[src/design/meb_pkg.sv]
package meb_pkg;

  localparam int FRAC_BITS_DEFAULT = 28;

  localparam int COORD_W     = 32;
  localparam int IDX_W       = 12;
  localparam int ITER_W      = 24;
  localparam int CFG_ADDR_W  = 3;
  localparam int CFG_DATA_W  = 32;
  localparam int QUEUE_DEPTH = 4;

  localparam int S_DATA_W = 2 * IDX_W;
  localparam int M_DATA_W = 2 * IDX_W + ITER_W;

  // register indexes
  localparam logic [CFG_ADDR_W-1:0] REG_MAX_ITERS = 3'd0;
  localparam logic [CFG_ADDR_W-1:0] REG_X_LEFT    = 3'd1;
  localparam logic [CFG_ADDR_W-1:0] REG_Y_LOWER   = 3'd2;
  localparam logic [CFG_ADDR_W-1:0] REG_X_STEP    = 3'd3;
  localparam logic [CFG_ADDR_W-1:0] REG_Y_STEP    = 3'd4;

  localparam logic [ITER_W-1:0]         MAX_ITERS_RESET = 24'd10000;
  localparam logic signed [COORD_W-1:0] X_LEFT_RESET    = -32'sd536870912;
  localparam logic signed [COORD_W-1:0] Y_LOWER_RESET   = -32'sd536870912;
  localparam logic signed [COORD_W-1:0] X_STEP_RESET    = 32'sd262144;
  localparam logic signed [COORD_W-1:0] Y_STEP_RESET    = 32'sd262144;

  localparam logic signed [65:0] SAT_HI = 66'sd2147483647;
  localparam logic signed [65:0] SAT_LO = -66'sd2147483648;

  // one mapped pixel on its way to the iteration engine
  typedef struct packed {
    logic [IDX_W-1:0]          col;
    logic [IDX_W-1:0]          row;
    logic signed [COORD_W-1:0] cx;
    logic signed [COORD_W-1:0] cy;
  } map_item_t;

  function automatic logic signed [COORD_W-1:0] sat32(input logic signed [65:0] v);
    if (v > SAT_HI) begin
      return SAT_HI[COORD_W-1:0];
    end else if (v < SAT_LO) begin
      return SAT_LO[COORD_W-1:0];
    end else begin
      return v[COORD_W-1:0];
    end
  endfunction

endpackage

[src/design/meb_front.sv]
module meb_front (
  input  logic                                clk,
  input  logic                                rst,
  input  logic                                s_tvalid,
  output logic                                s_tready,
  input  logic [meb_pkg::S_DATA_W-1:0]        s_tdata,  // pixel_col, pixel_row
  input  logic signed [meb_pkg::COORD_W-1:0]  x_left,
  input  logic signed [meb_pkg::COORD_W-1:0]  y_lower,
  input  logic signed [meb_pkg::COORD_W-1:0]  x_step,
  input  logic signed [meb_pkg::COORD_W-1:0]  y_step,
  output meb_pkg::map_item_t                  item,
  output logic                                item_valid,
  input  logic                                item_ready
);

  localparam int PROD_W = meb_pkg::IDX_W + 1 + meb_pkg::COORD_W;

  logic                           v1;
  logic [meb_pkg::IDX_W-1:0]      col1;
  logic [meb_pkg::IDX_W-1:0]      row1;
  logic signed [PROD_W-1:0]       px;
  logic signed [PROD_W-1:0]       py;
  logic                           accept;

  assign s_tready   = !v1 || item_ready;
  assign accept     = s_tvalid && s_tready;
  assign item_valid = v1;

  always_ff @(posedge clk) begin
    if (rst) begin
      v1 <= 1'b0;
    end else if (accept) begin
      v1 <= 1'b1;
    end else if (item_ready) begin
      v1 <= 1'b0;
    end
  end

  // column/row scaled by the step, registered before the offset add
  always_ff @(posedge clk) begin
    if (accept) begin
      col1 <= s_tdata[meb_pkg::IDX_W-1:0];
      row1 <= s_tdata[2*meb_pkg::IDX_W-1:meb_pkg::IDX_W];
      px   <= $signed({1'b0, s_tdata[meb_pkg::IDX_W-1:0]}) * x_step;
      py   <= $signed({1'b0, s_tdata[2*meb_pkg::IDX_W-1:meb_pkg::IDX_W]}) * y_step;
    end
  end

  always_comb begin
    item.col = col1;
    item.row = row1;
    item.cx  = meb_pkg::sat32(66'(x_left) + 66'(px));
    item.cy  = meb_pkg::sat32(66'(y_lower) + 66'(py));
  end

endmodule

[config.mk]
export PLATFORM = sky130hd
export DESIGN_NAME = meb_front
export DESIGN_NICKNAME = d
export VERILOG_FILES = /design/src/design/meb_pkg.sv /design/src/design/meb_front.sv
export SDC_FILE = /design/constraint.sdc
export NUM_CORES = 2
export LEC_CHECK = 0
export BUFFER_PORTS_ARGS = -buffer_cell sky130_fd_sc_hd__buf_2
export CORE_MARGIN = 2
export CORE_UTILIZATION = 54
export CTS_BUF_LIST = sky130_fd_sc_hd__clkbuf_16
export DETAILED_ROUTE_END_ITERATION = 12
export PLACE_DENSITY = 0.79
export SYNTH_ARGS = -nofsm -noshare
export SYNTH_HDL_FRONTEND = slang
export SYNTH_SLANG_ARGS = --single-unit
[constraint.sdc]
create_clock -name clk -period 9.6 [get_ports clk]
set_clock_uncertainty 0.1 [all_clocks]
set_input_delay 1.92 -clock clk [delete_from_list [all_inputs] [get_ports clk]]
set_output_delay 1.92 -clock clk [all_outputs]
set_load 0.05 [all_outputs]
# Word-level counts from Yosys, hierarchy flattened
# Index checks and enable logic that the tools add are counted.
# classes
n_addsub	2
mul	2
n_lt_le_gt_ge	4
muxes	6
reduce_logical	4
# op_table
operator	n
$mux 32	4
$add 32x45->46	2
$gt 46x32->1 const B	2
$lt 46x32->1 const B	2
$mul 13x32->45	2
$mux 1	2
$reduce_bool 2->1	1
$logic_and 1x1->1	1
$logic_not 1->1	1
$logic_or 1x1->1	1
# word_totals
reg_bits	115
input_bits	156

# Longest topological paths before layout
# logic_depth
depth_word	4
mapped_depth	24
depth_no_buf	23

# Worst setup path after synthesis
# OpenSTA, ideal clock, no wires.
# synth_timing
path_kind	input port to output port
start	input y_lower[0] in the netlist's numbering
end	output item[10] in the netlist's numbering
arrival_time_ns	5.948
slack_ns	1.632
stages	14
path_buffers	1
cell_sequence	ha_1 -> fa_1 -> a211oi_2 -> o21bai_1 -> o221ai_2 -> o21ai_1 -> a41oi_2 -> nor2_1 -> and4_1 -> or4_1 -> nor4_2 -> a41oi_2 -> clkbuf_2 -> o21ai_0
# synth_rtl
item	line_no	source
start, declared	meb_front.sv:8	input logic signed [meb_pkg::COORD_W-1:0] y_lower,
end, declared	meb_front.sv:11	output meb_pkg::map_item_t item,

==> flow_summary.yaml <==
worst_setup_path:
  reg2reg_to: "px[10]$_DFFE_PP_"
  timing.rr.start: "item_valid$_SDFFE_PP0P_"
  crit_end: "item[23]"
  path_cells: "buf_2, ha_1, fa_1, a211oi_2, o21bai_1, o221ai_2, o21ai_1, a41oi_2, nor2_1, and4_1, or4_1, nor4_2, a41oi_2, o21ai_0, buf_2"
  critical_path_class: "input port to output port"
  critPathCaptureType: "output port"
  r2r_slack_ns: 7.16
  startpoint_type: "input port"
  ff2ff_path_depth: 3
  worstPathRequired_ns: 7.58
  critical_path.max_stage_delay_ns: 0.61
  cp.arrival_ns: 6.42
  cp_max_fo: 31
  cpMaxStageDelayCell: "a41oi_2"
  crit_start: "y_lower[0]"
status:
  status: "finished, final reports clean"
die:
  die_x_um: 262
  die_h_um: 262
  ioPinCount: 246
  rows: 94
  floorplan.initialDensity_pct: 54.6
  dieArea_um2: 68600
  core_area_um2: 65700
clock_network:
  clk_latency_ns: 0.48
  clock-sinks: 115
  cts.clk_slew.worst_paths_ns: 0.06
  cts_resized: 0
  clock-root-buffer: "clkbuf_16"
  cts_buffers: 17
  cts_max_level: 4
  clk_path_buf_depth: 2
  cts_tree: "yes"
  hold_buffers: 0
  post_cts_buffers: 0
sta:
  finalMaxSlewViolations: 0
  rsz0062_at_grt: "false"
  max_clock_freq_mhz: 119
  fin_crit_sh_pct: 87.9
  hold_violations: 0
  min_period_ns: 8.44
  tightest_slew_ns: 1.15
  fin_setup_tns_ns: 0
  slew_headroom_pct: 23.3
  finalSetupViolations: 0
placed_design:
  hpwl_mm: 72.4
  io_buffer_count: 245
  gp_congestion: 0.916
logic_synthesis:
  mappedNetlistNets: 5270
  syn_avg_cell_area_um2: 8.65
  synth.top_cell.area_share_pct: 37.8
  syn_area_um2: 35900
  synth_top_family_by_area: "adder cells"
  synth-edff-count: 114
  synthAdderAreaFrac_pct: 47.8
  synth_compound_area_share_pct: 10.8
  ys_seq_area_share_pct: 9.59
  synth_warnings: 0
  synth-seq-cells: 115
  synth_xor_area_share_pct: 3.85
  synthDistinctLibCells: 78
  async_reset_ff_share_pct: 0
  synthTopCellsByArea: "fa_1 (38%), ha_1 (10%), inv_1 (9.8%), edfxtp_1 (9.5%), and2_1 (6.1%)"
  synthMuxAreaShare_pct: 0.0558
  postSynthCellCount: 4148
  synth_top_flop_cell: "edfxtp_1"
  synth_largest_area_cell: "fa_1"
  synth-simple-area-share_pct: 16.1
grt:
  grt_max_degree: 63
  use_met1_pct: 34.7
  antenna_found_initial: 5
  grt_pass1_wl_mm: 143
  grt_util_met3_pct: 4.81
  top_usage_layer: "met2"
  use_met2_pct: 44.2
  grt_remaining_overflow: 0
  grt.total_usage_pct: 26.3
  grt_pass1_vias: 29000
routing:
  viasPerCell: 5.46
  wl_mm: 87.1
  ant_nets: 0
  drt_iter0_markers: 2167
  dr.pass1.iters: 6
  vias: 28000
  drc: 0
  routedWlPerCell_um: 17.0
cells_and_area:
  drive_gt1_share_pct: 7.46
  final_nets: 5360
  area_growth_pct: 6.35
min_path:
  hp-class: "register to register"
run:
  maxCapViolCount: 0
## cell usage in the layout, fill, tap and decap left out, types with 5 or more instances in the layout
master,netlist,layout
fa_1,678,678
nand2_1,541,541
o21a_1,19,19
nand4_1,23,23
buf_4,1,10
diode_2,0,7
a31oi_1,19,19
o31ai_1,13,13
nand3_1,43,43
a211oi_1,14,14
nor4_1,7,7
nor2b_1,19,19
xor2_1,57,57
nor3_1,30,30
clkbuf_16,0,17
a21oi_1,174,174
o21ai_1,52,52
or2_2,6,6
a21o_1,78,78
or3_1,8,8
inv_1,933,933
buf_2,15,245
o211ai_1,10,10
o221ai_1,5,5
ha_1,288,288
a2111oi_0,5,5
and3_1,24,24
edfxtp_1,114,114
o21bai_1,37,37
nand2b_1,20,20
a21boi_0,7,7
nor2_1,91,91
xnor2_1,101,101
inv_6,0,6
o21ai_0,106,106
and2_1,351,350
## per-stage QoR
stage               area, um2  util, %  std cells  worst slack (ns)  hold slack, ns
finish                  38200     58.1       5122              1.16           0.419
floorplan               35900        -       4148              1.63            1.01
global placement        37600     57.2       5083              1.12           0.402
CTS                     38200     58.0       5115              1.20           0.431
detailed placement      37600     57.2       5083             0.994           0.420
global route            38200     58.1       5119             0.898           0.464
## worst min-delay path by stage
| stage | start | end | cells after the start | slack (ns) |
|---|---|---|---|---|
| 3_3_place_gp | item_valid$_SDFFE_PP0P_ | item_valid$_SDFFE_PP0P_ | 2 | 0.40 |
| 4_1_cts | item_valid$_SDFFE_PP0P_ | item_valid$_SDFFE_PP0P_ | 2 | 0.43 |
| 6_report | item_valid$_SDFFE_PP0P_ | item_valid$_SDFFE_PP0P_ | 2 | 0.42 |
| 5_1_grt | item_valid$_SDFFE_PP0P_ | item_valid$_SDFFE_PP0P_ | 2 | 0.46 |
| 3_5_place_dp | item_valid$_SDFFE_PP0P_ | item_valid$_SDFFE_PP0P_ | 2 | 0.42 |
| 2_1_floorplan | item_valid$_SDFFE_PP0P_ | item_valid$_SDFFE_PP0P_ | 2 | 1.01 |
## cell type report
class	instances	area (um2)
Multi-Input combinational cell	2916	28300
Antenna cell	7	17.5
Clock inverter	15	148
Inverter	933	3500
Tap cell	864	1080
Fill cell	5601	27600
Sequential cell	115	3440
Timing Repair Buffer	255	1300
Clock buffer	17	425
## state kept, by name, summed over array words and instances (netlist names)
signal	count
px	45
py	45
col1	12
row1	12
item_valid	1
## cell usage after synthesis, types with 43 or more instances
master and number:
xor2_1 57, inv_1 933, a21o_1 78, fa_1 678, ha_1 288, clkbuf_1 167, xnor2_1 101, o21ai_1 52
edfxtp_1 114, and2_1 351, nand2_1 541, nand3_1 43, nor2_1 91, o21ai_0 106, a21oi_1 174
## critical path, delay by kind of cell
family,cells,cell delay [ns]
fa+ha+maj,2,0.71
compound gates,7,2.19
buf+inv,2,0.40
simple gates,4,1.18
## cell families after synthesis
group	Yosys count
flops	115
xor+xnor	158
fa+ha+maj	966
buf+inv	1117
mux	2
simple gates	1184
compound gates	606
## routing by layer
metal / routed length, um / vias to the layer above
met1: 36700 / 13700
met2: 41200 / 1119
met4: 2420 / 2
met3: 6690 / 175
met5: 13 / -
li1: - / 13000
Power is left out: the tool's default activity adds up to more than one toggle a clock period on the data nets, which glitch-free logic cannot reach.
