### src/design/meb_pkg.sv
package meb_pkg;

  localparam int FRAC_BITS_DEFAULT = 28;

  localparam int COORD_W     = 32;
  localparam int IDX_W       = 12;
  localparam int ITER_W      = 24;
  localparam int CFG_ADDR_W  = 3;
  localparam int CFG_DATA_W  = 32;
  localparam int QUEUE_DEPTH = 4;

  localparam int S_DATA_W = 2 * IDX_W;
  localparam int M_DATA_W = 2 * IDX_W + ITER_W;

  // register indexes
  localparam logic [CFG_ADDR_W-1:0] REG_MAX_ITERS = 3'd0;
  localparam logic [CFG_ADDR_W-1:0] REG_X_LEFT    = 3'd1;
  localparam logic [CFG_ADDR_W-1:0] REG_Y_LOWER   = 3'd2;
  localparam logic [CFG_ADDR_W-1:0] REG_X_STEP    = 3'd3;
  localparam logic [CFG_ADDR_W-1:0] REG_Y_STEP    = 3'd4;

  localparam logic [ITER_W-1:0]         MAX_ITERS_RESET = 24'd10000;
  localparam logic signed [COORD_W-1:0] X_LEFT_RESET    = -32'sd536870912;
  localparam logic signed [COORD_W-1:0] Y_LOWER_RESET   = -32'sd536870912;
  localparam logic signed [COORD_W-1:0] X_STEP_RESET    = 32'sd262144;
  localparam logic signed [COORD_W-1:0] Y_STEP_RESET    = 32'sd262144;

  localparam logic signed [65:0] SAT_HI = 66'sd2147483647;
  localparam logic signed [65:0] SAT_LO = -66'sd2147483648;

  // one mapped pixel on its way to the iteration engine
  typedef struct packed {
    logic [IDX_W-1:0]          col;
    logic [IDX_W-1:0]          row;
    logic signed [COORD_W-1:0] cx;
    logic signed [COORD_W-1:0] cy;
  } map_item_t;

  function automatic logic signed [COORD_W-1:0] sat32(input logic signed [65:0] v);
    if (v > SAT_HI) begin
      return SAT_HI[COORD_W-1:0];
    end else if (v < SAT_LO) begin
      return SAT_LO[COORD_W-1:0];
    end else begin
      return v[COORD_W-1:0];
    end
  endfunction

endpackage

### src/design/meb_queue.sv
module meb_queue (
  input  logic               clk,
  input  logic               rst,
  input  meb_pkg::map_item_t in_item,
  input  logic               in_valid,
  output logic               in_ready,
  output meb_pkg::map_item_t out_item,
  output logic               out_valid,
  input  logic               out_ready
);

  localparam int DEPTH = meb_pkg::QUEUE_DEPTH;
  localparam int PTR_W = $clog2(DEPTH);
  localparam int CNT_W = $clog2(DEPTH + 1);

  meb_pkg::map_item_t mem [DEPTH];
  logic [PTR_W-1:0]   wr_ptr;
  logic [PTR_W-1:0]   rd_ptr;
  logic [CNT_W-1:0]   fill;
  logic               push;
  logic               pop;

  assign in_ready  = fill != CNT_W'(DEPTH);
  assign out_valid = fill != '0;
  assign push      = in_valid && in_ready;
  assign pop       = out_valid && out_ready;
  assign out_item  = mem[rd_ptr];

  always_ff @(posedge clk) begin
    if (rst) begin
      wr_ptr <= '0;
      rd_ptr <= '0;
      fill   <= '0;
    end else begin
      if (push) begin
        wr_ptr <= (wr_ptr == PTR_W'(DEPTH - 1)) ? '0 : wr_ptr + 1'b1;
      end
      if (pop) begin
        rd_ptr <= (rd_ptr == PTR_W'(DEPTH - 1)) ? '0 : rd_ptr + 1'b1;
      end
      if (push && !pop) begin
        fill <= fill + 1'b1;
      end else if (pop && !push) begin
        fill <= fill - 1'b1;
      end
    end
  end

  always_ff @(posedge clk) begin
    if (push) begin
      mem[wr_ptr] <= in_item;
    end
  end

endmodule

### config.mk
export PLATFORM = sky130hd
export DESIGN_NAME = meb_queue
export DESIGN_NICKNAME = d
export VERILOG_FILES = /design/src/design/meb_pkg.sv /design/src/design/meb_queue.sv
export SDC_FILE = /design/constraint.sdc
export NUM_CORES = 1
export LEC_CHECK = 0
export ABC_AREA = 1
export BUFFER_PORTS_ARGS = -buffer_cell sky130_fd_sc_hd__buf_2
export CAP_MARGIN = 15
export CORE_MARGIN = 2
export CORE_UTILIZATION = 50
export DETAILED_ROUTE_END_ITERATION = 12
export PLACE_DENSITY = 0.71
export SYNTH_ARGS = -nofsm -noshare
export SYNTH_HDL_FRONTEND = slang
export SYNTH_SLANG_ARGS = --single-unit
### constraint.sdc
create_clock -name clk -period 7.9 [get_ports clk]
set_input_delay 0.395 -clock clk [delete_from_list [all_inputs] [get_ports clk]]
set_output_delay 0.395 -clock clk [all_outputs]
set_load 0.02 [all_outputs]
# Word level (Yosys, flattened, before mapping)
# Memory sizes are Yosys's and may differ from the RTL's. A register that Yosys moved wholly into a read port is not among the register bits.
# Index checks and enable logic that the tools add are counted.
[word_totals] regBits=7 ram_bits=352 inputBits=92 output_inout_bits=90 word_cells=27 mem_count=1
[mem_list] memory="mem" words=4 word_bits=88 rd=1 rd_ports_with_merged_regs=1 write_ports=1 line_no="meb_queue.sv:16" text="meb_pkg::map_item_t mem [DEPTH];"
[classes] n_addsub=4 n_eq_ne=3 n_mux=8 reduce_logical=8
[ops] operator="$mux 2" n=4
[ops] operator="$mux 3" n=2
[ops] operator="$add 2x1->2 const B" n=2
[ops] operator="$eq 2x2->1 const B" n=2
[ops] operator="$logic_and 1x1->1" n=4
[ops] operator="$add 3x1->3 const B" n=1
[ops] operator="$ne 3x3->1 const B" n=1
[ops] operator="$reduce_bool 3->1" n=1
[ops] operator="$sub 3x1->3 const B" n=1
[ops] operator="$logic_not 1->1" n=2
[ops] operator="$mux 1" n=2
[ops] operator="$reduce_bool 2->1" n=1

# Logic depth before layout (Yosys ltp)
# Gate-level depths: netlist of run 1.
[depth] ltp_word=6 ltp_mapped=13 ltp_nobuf=13

# Worst setup path before layout of run 1
# No wires, ideal clock.
[synth_path] path_type="flip-flop to flip-flop" from="reg fill[0]" to="mem mem[0][0] in the netlist's numbering, enable pin" setup_ps=536 arrival_time_ps=4527 required_ps=7364 setup_slack_ps=2837 stages_incl_launch_ff=5 path_buffers=0 path_cell_list="dfxtp_1 > nor2_1 > nand2_1 > nand2_1 > nor2_1"
[synth_via] elab_chain_len=4
[synth_rtl] element="start: declaration" line_no="meb_queue.sv:19" text="logic [CNT_W-1:0] fill;"
[synth_rtl] element="start signal: assignment" line_no="meb_queue.sv:42" text="fill <= fill + 1'b1;"
[synth_rtl] element="start signal: assignment" line_no="meb_queue.sv:44" text="fill <= fill - 1'b1;"
[synth_rtl] element="$ne 3x3->1" line_no="meb_queue.sv:23" text="assign in_ready = fill != CNT_W'(DEPTH);"
[synth_rtl] element="via in_ready" line_no="meb_queue.sv:6" text="output logic in_ready,"
[synth_rtl] element="$logic_and 1x1->1" line_no="meb_queue.sv:25" text="assign push = in_valid && in_ready;"
[synth_rtl] element="$mux 1" line_no="meb_queue.sv:50" text="if (push) begin"
[synth_rtl] element="$mux 1 (implied by the code)" line_no="meb_queue.sv:51" text="mem[wr_ptr] <= in_item;"
[synth_rtl] element="end: declaration" line_no="meb_queue.sv:16"
# The timed path passes the listed nets, and every way through them passes these cells.

==> impl_metrics.ini, run 1 <==
[routing]
wl_mm = 27.4
detail_route.vias_per_cell = 5.51
drt_iter0_markers = 656
drc = 0
routed_wire_length_per_instance_um = 18.8
drt_first_pass_iters = 5
route.vias.total = 8051
antenna_left = 0

[logic_synthesis]
syn-cell-area_um2 = 13500
synth.ff_latch_count = 361
sequential_share_of_the_synthesized_area_pct = 79.6
synthesis.area_per_instance_um2 = 14.7
synth.net_count = 1018
synthesis.instances = 919
synth_warnings = 0
yosysUniqueCellTypes = 22

[cts]
post-cts-setup-buffer-count = 0
clock_path_buffers = 3
cts_resized = 0
cts_htree_levels = 2
cts_tree = yes
cts_root_buf = sky130_fd_sc_hd__clkbuf_16
clock_sinks = 361
worst_skew_pair.late_latency_ps = 510
numCtsBuffers = 36
cts_hold_repair.buffers = 0
worst_setup_hold_path_clk_slew_ps = 60

[global_route]
grt_resource_usage_total_pct = 19.1
overflow = 0
grt_pass1_wl_mm = 42.0
grt_start_max_net_pins = 107
first_global_vias = 7860
antenna_found_initial = 3

[timing]
setup-tns-final_ps = 0
timing.final.max_slew_violations = 0
worstMarginPinSlew_ps = 1070
timing.clock.skew_ps = 21.8
clock.fmax_mhz = 272
shortest_clock_period_the_worst_path_allows_after_layout_ps = 3680
report.final.hold_viol_count = 0
timing.final.crit_share_pct = 46.6
slew_headroom_pct = 28.5
grt_setup_unrepaired = no
timing.final.setup_violations = 0

[finish]
finish.net_count = 1193
postLayoutCellArea_um2 = 15700
layout.cells.most_common = sky130_fd_sc_hd__edfxtp_1
fill_cells = 2116
layout_cell_share_with_drive_strength_beyond_1_pct = 22.1
most-common-layout-cells = sky130_fd_sc_hd__edfxtp_1 (352), sky130_fd_sc_hd__nor2_1 (189), sky130_fd_sc_hd__buf_2 (181), sky130_fd_sc_hd__o21ai_0 (122), sky130_fd_sc_hd__o22ai_1 (88)
syn2layout_area_growth_pct = 16.1

[power]
leakage_nw = 5.49
worst_ir_drop_vdd_mv = 0.260
powerDensity_nw_per_um2 = 355

[critical_path]
cp_max_fo = 89
cp_cell_sequence = buf_4 > inv_2 > buf_4 > o21ai_0 > o22ai_1 > buf_2
cell_with_the_largest_stage_delay_on_the_worst_path = sky130_fd_sc_hd__inv_2
cp_common_cell = sky130_fd_sc_hd__buf_4
delay_of_the_slowest_critical_path_stage_ps = 760
critical_path_arrival_ps = 3290
critPathKind = reg2out
worstSetupStartpointType = register
timing.critical_path.to_type = output port
timing.reg2reg.setup_slack_ps = 5000
cp_data_required_time_ps = 7510

[die]
rows = 60
core-area_um2 = 26700
initial_core_util_pct = 50.5
top_level_ports = 182
die_w_um = 168
floorplan.die_area_um2 = 28300
die_height_um = 168

[placed_design]
placed_area_um2 = 14600
detailedPlacementHpwl_mm = 15.0
globalplace.congestion = 0.725
port_buffers = 181

[outcome]
run_status = complete, no violations

[run]
max_cap_viol_count = 0

[worst_hold_path]
holdCritPathClass = in2reg
-- cell usage after synthesis, drive strengths merged --
master,number,area share (%)
clkbuf,26,0.75
dfxtp,9,1.3
edfxtp,352,78
ha,6,0.56
fa,1,0.15
o22ai,88,4.1
buf,30,1.8
o21ai,177,6.6
xor2,1,0.065
inv,16,0.46
nor2,193,5.4
nand4,1,0.046
nand2,14,0.39
nand3,1,0.037
a21oi,2,0.074
nand3b,2,0.11
-- area by class of cell --
cell class | count | area (µm²) | area share, %
Sequential cell | 361 | 10800 | 68.6
Multi-Input combinational cell | 486 | 2380 | 15.2
Timing Repair Buffer | 193 | 996 | 6.35
Clock buffer | 48 | 946 | 6.03
Tap cell | 341 | 427 | 2.72
Clock inverter | 13 | 104 | 0.662
Inverter | 16 | 65.1 | 0.415
Antenna cell | 2 | 5.00 | 0.0319
-- stage by stage --
step	cells	power, mW	hold slack, ps	util, %	worst slack, ps
after floorplan	919	3.58	467	-	2840
after global placement	1397	4.06	505	54.7	4770
after detailed placement	1397	4.09	516	54.7	4700
after CTS	1458	5.63	51.4	58.7	4180
after global routing	1458	5.85	60.0	58.7	3950
final	1460	5.57	73.2	58.7	4220
-- path summary, 6_finish.rpt --
kind	from	end	cells past startpoint
worst max-delay path	register	out_item[78]	6
worst min-delay path	rst	fill[0]$_SDFFE_PP0P_	2
worst max register to register	fill[0]$_SDFFE_PP0P_	mem[3][44]$_DFFE_PP_	6
worst min register to register	rd_ptr[1]$_SDFFE_PP0P_	register	2
-- per-layer routing --
metal	GRT usage, %	share of wire [%]	vias up
met5	0	0.077	-
met4	5.32	1.8	4
met3	5.55	8.9	41
met2	31.5	48	274
met1	25.0	42	3923
li1	-	-	3809
-- sequential cells by signal, indices dropped and copies added, names as in the netlist, named ones only --
signal and flops:
wr_ptr 2, rd_ptr 2, fill 3, mem 352
-- logic make-up after synthesis --
family / count (synthesis) / share of synthesized area [%]
fa+ha+maj: 7 / 0.704
compound gates: 267 / 10.7
simple gates: 211 / 5.95
xor+xnor: 1 / 0.0649
flops: 361 / 79.6
buf+inv: 72 / 2.99
-- where the power goes --
group,internal (mW),switching [mW]
clock,0.876,0.657
combinational,0.468,1.14
sequential,2.34,0.0984
total,3.68,1.90
-- critical path, delay by kind of cell, from the launching register on --
family / cells / cell delay [ps]
AO/OA/AOI/OAI: 2 / 410
flip-flops: 1 / 300
buffers and inverters: 4 / 1920
Note: power is estimated with default switching activity, not from simulation.
==> run 2: changes to the inputs <==
==> constraint.sdc (replaced) <==
create_clock -name clk -period 3.6 [get_ports clk]
set_input_delay 0.18 -clock clk [delete_from_list [all_inputs] [get_ports clk]]
set_output_delay 0.18 -clock clk [all_outputs]
set_load 0.02 [all_outputs]
==> impl_metrics.ini, run 2 (synthesized netlist as in run 1, its figures left out) <==
[timing]
final.setup.worst_slack_ps = 827
slew_headroom_pct = 44.5
clock.fmax_mhz = 361
worstMarginPinSlew_ps = 832
shortest_clock_period_the_worst_path_allows_after_layout_ps = 2770
timing.clock.skew_ps = 12.3
setup-tns-final_ps = 0
report.final.hold_viol_count = 0
timing.final.max_slew_violations = 0
timing.final.setup_violations = 0
grt_setup_unrepaired = no
timing.final.crit_share_pct = 77.0
final.hold.worst_slack_ps = 371

[finish]
max_flop_register = mem
layout.cells.most_common = sky130_fd_sc_hd__edfxtp_1
fin_cells = 1559
syn2layout_area_growth_pct = 24.4
postLayoutCellArea_um2 = 16800
largest_register_ffs = 352
most-common-layout-cells = sky130_fd_sc_hd__edfxtp_1 (352), sky130_fd_sc_hd__nor2_1 (189), sky130_fd_sc_hd__buf_2 (181), sky130_fd_sc_hd__o21ai_0 (122), sky130_fd_sc_hd__dlygate4sd3_1 (91)
biggestRegsByFlops = mem x352, fill x3
final_core_utilization_pct = 62.9
layout_cell_share_with_drive_strength_beyond_1_pct = 20.9
finish.net_count = 1290

[routing]
route.vias.total = 8476
drt_iter0_markers = 799
detail_route.vias_per_cell = 5.44
drt_first_pass_iters = 5
routed_wire_length_per_instance_um = 18.4
antenna_left = 0
wl_mm = 28.7
drc = 0

[die]
rows = 60
die_w_um = 168
die_height_um = 168
floorplan.die_area_um2 = 28300
initial_core_util_pct = 50.5
core-area_um2 = 26700
top_level_ports = 182

[critical_path]
cp_data_required_time_ps = 3420
critical_path_arrival_ps = 2590
timing.critical_path.to_type = output port
timing.reg2reg.setup_slack_ps = 1440
reg2reg_from = fill[0]$_SDFFE_PP0P_
cell_with_the_largest_stage_delay_on_the_worst_path = sky130_fd_sc_hd__dfxtp_2
cp_max_fo = 41
worstReg2RegEnd = mem[0][45]$_DFFE_PP_
critPathKind = reg2out
critical_path.n_buffers_inverters = 2
delay_of_the_slowest_critical_path_stage_ps = 860
worstSetupStartpointType = register
cp_cell_sequence = buf_4 > o21ai_0 > o22ai_1 > buf_2
kind_of_cell_adding_the_most_delay_to_the_critical_path = flip-flops
reg2regPathDepth = 5

[power]
worst_ir_drop_vdd_mv = 0.535
total_power_mw = 12.8
leakage_nw = 5.96
powerDensity_nw_per_um2 = 760

[worst_hold_path]
min-delay-start = rst
hold_path_end = fill[0]$_SDFFE_PP0P_
hold_path_depth = 3
holdCritPathClass = in2reg

[cts]
clock_path_buffers = 3
cts_tree = yes
worst_setup_hold_path_clk_slew_ps = 60
numCtsBuffers = 38
post-cts-setup-buffer-count = 0
cts_root_buf = sky130_fd_sc_hd__clkbuf_16
worst_skew_pair.late_latency_ps = 520
clock_sinks = 361
cts_htree_levels = 2
cts_resized = 0
cts_hold_repair.buffers = 91

[global_route]
grt_start_max_net_pins = 177
grt_resource_usage_total_pct = 20.0
overflow = 0
grt_pass1_wl_mm = 44.6
antenna_found_initial = 1
first_global_vias = 8505

[placed_design]
setup_slack_placement_ps = 1440
detailedPlacementHpwl_mm = 15.2
port_buffers = 181
placed_area_um2 = 14700
globalplace.congestion = 0.740
placedCellCount = 1401

[run]
max_cap_viol_count = 0

[outcome]
run_status = complete, no violations
-- run 2: changes by cell type in the layout (fill, tap and decap cells not counted), sizes merged --
cell         before  now
diode             2    1
buf             193  197
clkbuf           48   50
clkinv           10   12
bufinv            1    3
inv              17   16
dlygate4sd3       0   91
-- run 2: cell type report --
class,count,area (µm²)
flip-flops and latches,361,10800
fillers,1971,9920
multi-input cells,486,2380
repair buffers,288,1960
clock buffers,50,1040
well taps,341,427
clock inverters,16,170
inverters,16,65.1
diodes,1,2.50
-- run 2: worst register-to-register path: cells and delay by family (launching register included) --
| family | cells | cell delay (ps) |
|---|---|---|
| and+or+nand+nor | 4 | 810 |
| buffers and inverters | 1 | 550 |
| DFF | 1 | 390 |
-- run 2: per-layer routing --
| metal | GRT usage, % | vias up | part of all wire [%] |
|---|---|---|---|
| li1 | - | 4000 | - |
| met4 | 4.95 | 0 | 1.9 |
| met3 | 5.20 | 50 | 7.7 |
| met1 | 26.2 | 4123 | 42 |
| met5 | 0 | - | 0 |
| met2 | 33.8 | 303 | 49 |
-- run 2: worst max-delay path by stage --
stage	start	to	slack (ps)	depth (start not counted)
after floorplan	fill[0]$_SDFFE_PP0P_	mem[0][0]$_DFFE_PP_	-1460	4
after global placement	register	out_item[4]	1460	4
after detailed placement	register	out_item[17]	1440	4
after CTS	register	out_item[9]	820	4
after global routing	register	out_item[14]	700	4
final	register	out_item[14]	830	4
-- run 2: power by group --
part / total [mW] / leakage [nW] / internal (mW) / switching [mW]
Combinational: 3.73 / 2.08 / 1.12 / 2.61
Clock: 3.74 / 0.582 / 2.24 / 1.50
Sequential: 5.29 / 3.30 / 5.12 / 0.163
==> run 3: changes to the inputs <==
--- a/config.mk
+++ b/config.mk
@@ -11,7 +11,7 @@
 export CORE_MARGIN = 2
 export CORE_UTILIZATION = 50
 export DETAILED_ROUTE_END_ITERATION = 12
-export PLACE_DENSITY = 0.71
+export PLACE_DENSITY = 0.74
 export SYNTH_ARGS = -nofsm -noshare
 export SYNTH_HDL_FRONTEND = slang
 export SYNTH_SLANG_ARGS = --single-unit
==> constraint.sdc (replaced) <==
create_clock -name clk -period 2.35 [get_ports clk]
set_input_delay 0.1175 -clock clk [delete_from_list [all_inputs] [get_ports clk]]
set_output_delay 0.1175 -clock clk [all_outputs]
set_load 0.02 [all_outputs]
==> impl_metrics.ini, run 3 (synthesized netlist as in run 1, its figures left out) <==
[power]
leakage_nw = 5.95
powerDensity_nw_per_um2 = 1140
total_power_mw = 19.2
worst_ir_drop_vdd_mv = 0.801

[finish]
multi_input_comb_area_um2 = 2400
syn2layout_area_growth_pct = 24.6
most-common-layout-cells = sky130_fd_sc_hd__edfxtp_1 (352), sky130_fd_sc_hd__nor2_1 (188), sky130_fd_sc_hd__buf_2 (181), sky130_fd_sc_hd__o21ai_0 (122), sky130_fd_sc_hd__dlygate4sd3_1 (91)
finish.net_count = 1290
area.sequential_um2 = 10800
biggestRegsByFlops = mem x352, fill x3
layout_cell_share_with_drive_strength_beyond_1_pct = 21.1
fin_cells = 1558
max_flop_register = mem
largest_register_ffs = 352
fill_cells = 1958
layout.cells.most_common = sky130_fd_sc_hd__edfxtp_1

[cts]
worst_skew_pair.late_latency_ps = 510
cts_htree_levels = 2
clock_sinks = 361
cts_resized = 0
post-cts-setup-buffer-count = 0
cts_root_buf = sky130_fd_sc_hd__clkbuf_16
numCtsBuffers = 37
clock_path_buffers = 3
cts_hold_repair.buffers = 91
cts_tree = yes
worst_setup_hold_path_clk_slew_ps = 60

[global_route]
antenna_found_initial = 2
grt-busiest-layer = met2
grt_resource_usage_total_pct = 20.0
overflow = 0
grt_start_max_net_pins = 129
grt_pass1_wl_mm = 44.6
global_route.usage.met1_pct = 25.4
first_global_vias = 8546
grt_util_met3_pct = 6.16
met2_track_demand_over_resource_pct = 33.7

[routing]
routed_wire_length_per_instance_um = 18.6
detail_route.vias_per_cell = 5.47
drt_iter0_markers = 701
wl_mm = 29.0
antenna_left = 0
drt_first_pass_iters = 5
drc = 0
route.vias.total = 8516

[critical_path]
worstSetupStartpointType = register
kind_of_cell_adding_the_most_delay_to_the_critical_path = buffers and inverters
cp_data_required_time_ps = 2230
timing.reg2reg.setup_slack_ps = 500
cell_with_the_largest_stage_delay_on_the_worst_path = sky130_fd_sc_hd__dfxtp_4
cp_max_fo = 128
critical_path_arrival_ps = 2070
cp_cell_sequence = buf_12 > o21ai_0 > o22ai_1 > buf_2
critPathKind = reg2out
delay_of_the_slowest_critical_path_stage_ps = 380
critical_path.n_buffers_inverters = 2
timing.critical_path.to_type = output port

[die]
initial_core_util_pct = 50.5
rows = 60
top_level_ports = 182
floorplan.die_area_um2 = 28300
die_height_um = 168
die_w_um = 168
core-area_um2 = 26700

[timing]
clock.fmax_mhz = 456
shortest_clock_period_the_worst_path_allows_after_layout_ps = 2190
timing.final.max_slew_violations = 0
final.hold.worst_slack_ps = 305
timing.clock.skew_ps = 12.5
grt_setup_unrepaired = no
report.final.hold_viol_count = 0
timing.final.crit_share_pct = 93.3
setup-tns-final_ps = 0
timing.final.setup_violations = 0
slew_headroom_pct = 56.6
final.setup.worst_slack_ps = 158
worstMarginPinSlew_ps = 651

[worst_hold_path]
holdCritPathClass = in2reg

[placed_design]
setup_slack_placement_ps = 520
port_buffers = 181
placedCellCount = 1402
detailedPlacementHpwl_mm = 15.0
globalplace.congestion = 0.714

[run]
max_cap_viol_count = 0

[outcome]
run_status = complete, no violations
-- run 3: worst register-to-register path: stages, from the launching register on --
cell and delay (ps):
sky130_fd_sc_hd__dfxtp_2 340, sky130_fd_sc_hd__nor2_2 130, sky130_fd_sc_hd__nand2_2 110, sky130_fd_sc_hd__nand2_4 160
sky130_fd_sc_hd__inv_1 60, sky130_fd_sc_hd__ha_1 210, sky130_fd_sc_hd__inv_1 90, sky130_fd_sc_hd__fa_1 410
sky130_fd_sc_hd__o21ai_0 170, sky130_fd_sc_hd__nor2_1 60
-- run 3: power breakdown --
group	total (mW)	switching (mW)	internal (mW)	leakage, nW
sequential	8.04	0.187	7.85	3.30
combinational	5.92	4.09	1.83	2.13
clock	5.26	2.26	3.01	0.519
-- run 3: path summary, 6_finish.rpt --
check | startpoint | to | depth (start not counted)
setup / recovery | register | out_item[59] | 4
hold / removal | rst | fill[0]$_SDFFE_PP0P_ | 3
setup reg to reg | fill[1]$_SDFFE_PP0P_ | fill[1]$_SDFFE_PP0P_ | 9
hold reg to reg | fill[1]$_SDFFE_PP0P_ | fill[1]$_SDFFE_PP0P_ | 2
-- run 3: routing by layer --
| layer | routed length, µm | share of wire (%) | vias to the layer above |
|---|---|---|---|
| met5 | 0 | 0 | - |
| met4 | 548 | 1.9 | 0 |
| met3 | 2320 | 8.0 | 40 |
| met2 | 14100 | 49 | 309 |
| met1 | 12000 | 41 | 4167 |
| li1 | - | - | 4000 |
-- run 3: per-stage QoR --
stage | cell area, µm² | utilization, %
6_report | 16800 | 63.0
5_1_grt | 16800 | 63.0
4_1_cts | 16800 | 62.9
3_5_place_dp | 14800 | 55.5
3_3_place_gp | 14800 | 55.5
2_1_floorplan | 13600 | -
-- run 3: cell type report --
class	count	area share, %
timing repair buffer	289	12.5
multi-input combinational	486	14.2
inverter	16	0.387
clock inverter	15	0.602
tap	341	2.54
sequential	361	63.9
antenna	2	0.0297
clock buffer	48	5.75
